## config.mk

```make
export PLATFORM = sky130hd
export DESIGN_NAME = xtea_round
export DESIGN_NICKNAME = d
export VERILOG_FILES = /design/src/rtl/core/xtea_pkg.sv /design/src/rtl/core/xtea_round.sv
export SDC_FILE = /design/constraint.sdc
export NUM_CORES = 1
export LEC_CHECK = 0
export BUFFER_PORTS_ARGS = -buffer_cell sky130_fd_sc_hd__buf_2
export CORE_UTILIZATION = 50
export DETAILED_ROUTE_END_ITERATION = 10
export HOLD_SLACK_MARGIN = 0.03
export PLACE_DENSITY = 0.76
export SLEW_MARGIN = 20
export SYNTH_ARGS = -nofsm -noshare
export SYNTH_HDL_FRONTEND = slang
export SYNTH_SLANG_ARGS = --single-unit
export TNS_END_PERCENT = 10
```

## constraint.sdc

```tcl
create_clock -name clk -period 1.1 [get_ports clk]
set_clock_uncertainty 0.2 [all_clocks]
set_input_delay 0.165 -clock clk [delete_from_list [all_inputs] [get_ports clk]]
set_output_delay 0.165 -clock clk [all_outputs]
set_load 0.1 [all_outputs]
```

## src/rtl/core/xtea_pkg.sv

```systemverilog
`timescale 1ns / 1ps
// ----------------------------------------------------------------------------
// XTEA cipher package
// Word types and cipher constants shared by the pipeline stages and the top
// level, and the round helper functions used by the pipeline stages.
// ----------------------------------------------------------------------------
package xtea_pkg;

	localparam int ROUND_COUNT_DEFAULT = 32;
	localparam int KEY_WORDS = 4;
	localparam int KEY_IDX_W = 2;
	localparam int ADDR_W = 4;

	localparam logic [31:0] CIPHER_DELTA = 32'h9E3779B9;
	localparam logic [31:0] DECRYPT_SUM_DEFAULT = 32'hC6EF3720;

	typedef enum logic {
		OP_ENCRYPT = 1'b0,
		OP_DECRYPT = 1'b1
	} op_t;

	typedef struct packed {
		logic [31:0] block_low;
		logic [31:0] block_high;
		logic        opcode;
	} cmd_t;

	typedef struct packed {
		logic [31:0] result_low;
		logic [31:0] result_high;
	} result_t;

	typedef struct packed {
		logic        opcode;
		logic [31:0] y;
		logic [31:0] z;
	} stage_t;

	typedef logic [KEY_WORDS-1:0][31:0] key_t;

	function automatic logic [31:0] mix_word(input logic [31:0] w);
		return ((w << 4) ^ (w >> 5)) + w;
	endfunction

	function automatic logic [31:0] sum_at(input int n);
		logic [31:0] nn;
		nn = 32'(n);
		return nn * CIPHER_DELTA;
	endfunction

endpackage

```

## src/rtl/core/xtea_round.sv

```systemverilog
`timescale 1ns / 1ps
// ----------------------------------------------------------------------------
// XTEA pipeline round
// One registered cycle of the cipher: two Feistel half-rounds, with the sum
// and key selection fixed by the stage position for each direction.
// ----------------------------------------------------------------------------
module xtea_round #(
	parameter int ROUND_COUNT = xtea_pkg::ROUND_COUNT_DEFAULT,
	parameter int STAGE = 0
) (
	input  logic             clk,
	input  logic             arst_n,
	input  logic             valid_in,
	input  xtea_pkg::stage_t word_in,
	input  xtea_pkg::key_t   key,
	output logic             valid_s1,
	output xtea_pkg::stage_t word_s1
);

	localparam logic [31:0] ENC_S0 = xtea_pkg::sum_at(STAGE);
	localparam logic [31:0] ENC_S1 = xtea_pkg::sum_at(STAGE + 1);
	localparam logic [31:0] DEC_S0 = xtea_pkg::sum_at(ROUND_COUNT - STAGE);
	localparam logic [31:0] DEC_S1 = xtea_pkg::sum_at(ROUND_COUNT - STAGE - 1);

	localparam logic [xtea_pkg::KEY_IDX_W-1:0] ENC_K0 = ENC_S0[1:0];
	localparam logic [xtea_pkg::KEY_IDX_W-1:0] ENC_K1 = ENC_S1[12:11];
	localparam logic [xtea_pkg::KEY_IDX_W-1:0] DEC_K0 = DEC_S0[12:11];
	localparam logic [xtea_pkg::KEY_IDX_W-1:0] DEC_K1 = DEC_S1[1:0];

	logic [31:0] enc_y;
	logic [31:0] enc_z;
	logic [31:0] dec_y;
	logic [31:0] dec_z;
	xtea_pkg::stage_t word_next;

	always_comb begin
		enc_y = word_in.y + (xtea_pkg::mix_word(word_in.z) ^ (ENC_S0 + key[ENC_K0]));
		enc_z = word_in.z + (xtea_pkg::mix_word(enc_y) ^ (ENC_S1 + key[ENC_K1]));
		dec_z = word_in.z - (xtea_pkg::mix_word(word_in.y) ^ (DEC_S0 + key[DEC_K0]));
		dec_y = word_in.y - (xtea_pkg::mix_word(dec_z) ^ (DEC_S1 + key[DEC_K1]));
		word_next.opcode = word_in.opcode;
		if (word_in.opcode == xtea_pkg::OP_DECRYPT) begin
			word_next.y = dec_y;
			word_next.z = dec_z;
		end else begin
			word_next.y = enc_y;
			word_next.z = enc_z;
		end
	end

	always_ff @(posedge clk or negedge arst_n) begin
		if (!arst_n) begin
			valid_s1 <= 1'b0;
		end else begin
			valid_s1 <= valid_in;
		end
	end

	always_ff @(posedge clk) begin
		if (valid_in) begin
			word_s1 <= word_next;
		end
	end

endmodule

```

==> impl_metrics.yaml <==
run_status:
  run_status: "finished, violations left"
  violated_checks: "negative setup slack"
routing:
  detail_route.vias_per_cell: 6.12
  routed_wire_length_per_instance_um: 23.5
  route.detailed.drc: 0
  drt_iter0_drc: 2409
  sum_of_routed_wire_length_over_all_layers_mm: 91.3
  final_antenna_net_count: 0
  num_vias: 23800
  drt_first_pass_iters: 6
sta:
  fin_ws_ns: -7.11
  finalSetupViolations: 130
  grt_setup_unrepaired: "true"
  post-route-min-period_ns: 8.21
  timing.fmax_mhz: 122
  finalMaxSlewViolations: 0
  fin_crit_sh_pct: 746
  hold_viol_final: 0
  tightestPinTransition_ns: 0.761
  slew_headroom_pct: 48.7
synth:
  async_flop_share_pct: 1.52
  synth_top_flop_cell: "sky130_fd_sc_hd__edfxtp_1"
  synth_cells: 2231
  syn_avg_cell_area_um2: 8.09
  yosys.cell_types.count: 81
  seq_area_frac_synth_pct: 11.0
  syn_area_um2: 18100
  synth.top_cells.by_area: "sky130_fd_sc_hd__ha_1 18%, sky130_fd_sc_hd__xnor2_1 17%, sky130_fd_sc_hd__edfxtp_1 11%, sky130_fd_sc_hd__xor2_1 8.6%, sky130_fd_sc_hd__a21oi_1 6.1%"
  ys_seq_elements: 66
  synth_area_leader_cell: "sky130_fd_sc_hd__ha_1"
  synthesis.nets: 2695
  number_of_flops_mapped_to_enable_cells_by_yosys: 65
  ys_warn_count: 0
  area_share_of_the_largest_cell_type_after_synthesis_pct: 18.0
global_route:
  first_global_vias: 23000
  initial_antenna_violation_count: 4
  grt_usage_pct: 44.9
  gr-total-overflow: 0
  grt_max_degree: 50
  grt_first_pass_wirelength_mm: 126
critical_path:
  crit_path_end_kind: "register"
  critical_path_peak_fanout: 5
  max_stage_delay_ns: 0.48
  cp_num_buf_inv: 3
  worstPathArrival_ns: 8.12
  timing_worst_setup_path_type: "input pin to register"
  crit_path_top_delay_cell: "sky130_fd_sc_hd__o41a_1"
  path_delay_family: "compound AO/OA/AOI/OAI gates"
  worstSetupStartpointType: "input pin"
  required_time_at_the_endpoint_of_the_critical_path_ns: 1.01
  critical_path_most_common_cell: "sky130_fd_sc_hd__a21o_1"
cells_and_area:
  multiInputGateArea_um2: 17500
  most_common_library_cell_in_the_layout_ignoring_fill_and_taps: "sky130_fd_sc_hd__buf_4"
  postLayoutCoreUtil_pct: 85.5
  fin_nets: 3882
  mostFrequentLayoutCells: "964 x sky130_fd_sc_hd__buf_4, 301 x sky130_fd_sc_hd__xnor2_1, 240 x sky130_fd_sc_hd__ha_1"
  nFillCells: 1957
  layout-drive-gt1-share_pct: 45.6
  post_layout_nonfiller_instances: 3884
  area.growth.synth_to_final_pct: 68.4
  area.sequential_um2: 1980
  stdcell_area_um2: 30400
clock_tree:
  numClockSinks: 66
  path_clk_slew_ns: 0.06
  cts-root-buf: "sky130_fd_sc_hd__clkbuf_16"
  clock_tree.buffer_depth: 2
  tritoncts_clock_tree: "done"
  cts.htree.levels: 3
  number_of_buffers_created_by_cts: 9
placed_design:
  buffer_ports.inserted: 229
  post-place-cells: 3803
  place.gp.congestion: 1.05
  preCtsSetupSlack_ns: -7.84
  dp.final_hpwl_mm: 69.2
  detailed_place.area_um2: 27800
floorplanning:
  fp.dieArea_um2: 36900
  floorplan.io_pins: 262
  initial_cell_density_of_the_core_pct: 50.8
  die_height_um: 192
  core.rowCount: 69
  core_region_area_um2: 35600
  die_w_um: 192
worst_hold_path:
  hold_path.class: "input pin to register"
run:
  max-cap-violations: 0
-- cells by family (layout without fill, tap and decap cells) --
kind of cell / after synthesis / after routing / synth area share (%)
multiplexers: 26 / 26 / 1.60
XOR/XNOR: 531 / 531 / 26.0
flip-flops: 66 / 66 / 11.0
other: 0 / 1 / 0
AND/OR/NAND/NOR: 483 / 483 / 13.1
adder cells (fa/ha/maj): 268 / 268 / 18.9
buffers and inverters: 109 / 1300 / 2.28
AO/OA/AOI/OAI: 748 / 748 / 27.2
-- through the flow --
stage	hold slack (ns)	TNS, ns
3_3_place_gp	-0.260	-373.22
2_1_floorplan	-0.331	-331.47
3_5_place_dp	-0.255	-381.50
5_1_grt	0.122	-386.65
4_1_cts	0.115	-355.57
6_report	0.0966	-372.50
-- state kept, by name, indices dropped and copies added, names as in the netlist --
signal	flops
word_s1	65
valid_s1	1
-- per-layer routing --
metal,track usage [%],wire length (um)
met5,0,61
met4,17.7,4920
met3,8.51,11300
met2,72.1,39900
met1,59.0,35100
-- synth_stat cells, types with 7 or more instances --
| cell type | instances |
|---|---|
| sky130_fd_sc_hd__a2111oi_0 | 9 |
| sky130_fd_sc_hd__a211o_1 | 9 |
| sky130_fd_sc_hd__a211oi_1 | 16 |
| sky130_fd_sc_hd__a21boi_0 | 8 |
| sky130_fd_sc_hd__a21o_1 | 146 |
| sky130_fd_sc_hd__a21oi_1 | 221 |
| sky130_fd_sc_hd__a31oi_1 | 28 |
| sky130_fd_sc_hd__and2_1 | 11 |
| sky130_fd_sc_hd__and3_1 | 24 |
| sky130_fd_sc_hd__and4_1 | 7 |
| sky130_fd_sc_hd__clkbuf_1 | 35 |
| sky130_fd_sc_hd__edfxtp_1 | 65 |
| sky130_fd_sc_hd__fa_1 | 8 |
| sky130_fd_sc_hd__ha_1 | 260 |
| sky130_fd_sc_hd__inv_1 | 67 |
| sky130_fd_sc_hd__mux2_2 | 19 |
| sky130_fd_sc_hd__nand2_1 | 124 |
| sky130_fd_sc_hd__nand2b_1 | 37 |
| sky130_fd_sc_hd__nand3_1 | 41 |
| sky130_fd_sc_hd__nand4_1 | 18 |
| sky130_fd_sc_hd__nor2_1 | 117 |
| sky130_fd_sc_hd__nor2b_1 | 28 |
| sky130_fd_sc_hd__nor3_1 | 38 |
| sky130_fd_sc_hd__nor4_1 | 7 |
| sky130_fd_sc_hd__o211ai_1 | 17 |
| sky130_fd_sc_hd__o21a_1 | 39 |
| sky130_fd_sc_hd__o21ai_0 | 125 |
| sky130_fd_sc_hd__o21bai_1 | 33 |
| sky130_fd_sc_hd__o31ai_1 | 15 |
| sky130_fd_sc_hd__or2_2 | 10 |
| sky130_fd_sc_hd__or3_1 | 8 |
| sky130_fd_sc_hd__xnor2_1 | 351 |
| sky130_fd_sc_hd__xor2_1 | 177 |
-- what timing repair did --
item                                    4_1_cts  5_1_grt
buffers inserted                             46       19
pin swaps                                   117      124
endpoints found under the setup margin      130      131
hold buffers                                  3        0
gates resized for setup                     201      175
endpoints found under the hold margin         2        0
-- final cells by class --
cell class                 instances  area share, %
multi-input combinational       2056           57.7
timing repair buffer            1218           32.1
sequential                        66           6.50
tap                              461           1.90
inverter                          67          0.827
clock buffer                      11          0.765
clock inverter                     4          0.222
antenna                            1        0.00823
-- final timing paths --
check / start / to / slack [ns] / depth (start not counted)
worst max-delay path: word_in[0] / word_s1[31] / -7.11 / 41
worst min-delay path: valid_in / word_s1[27] / 0.1 / 2
max in group asynchronous: arst_n / valid_s1 / 0.15 / 3
min in group asynchronous: arst_n / valid_s1 / 0.45 / 3
Power is left out: the tool's default activity adds up to more than one toggle a clock period on the data nets, which glitch-free logic cannot reach.
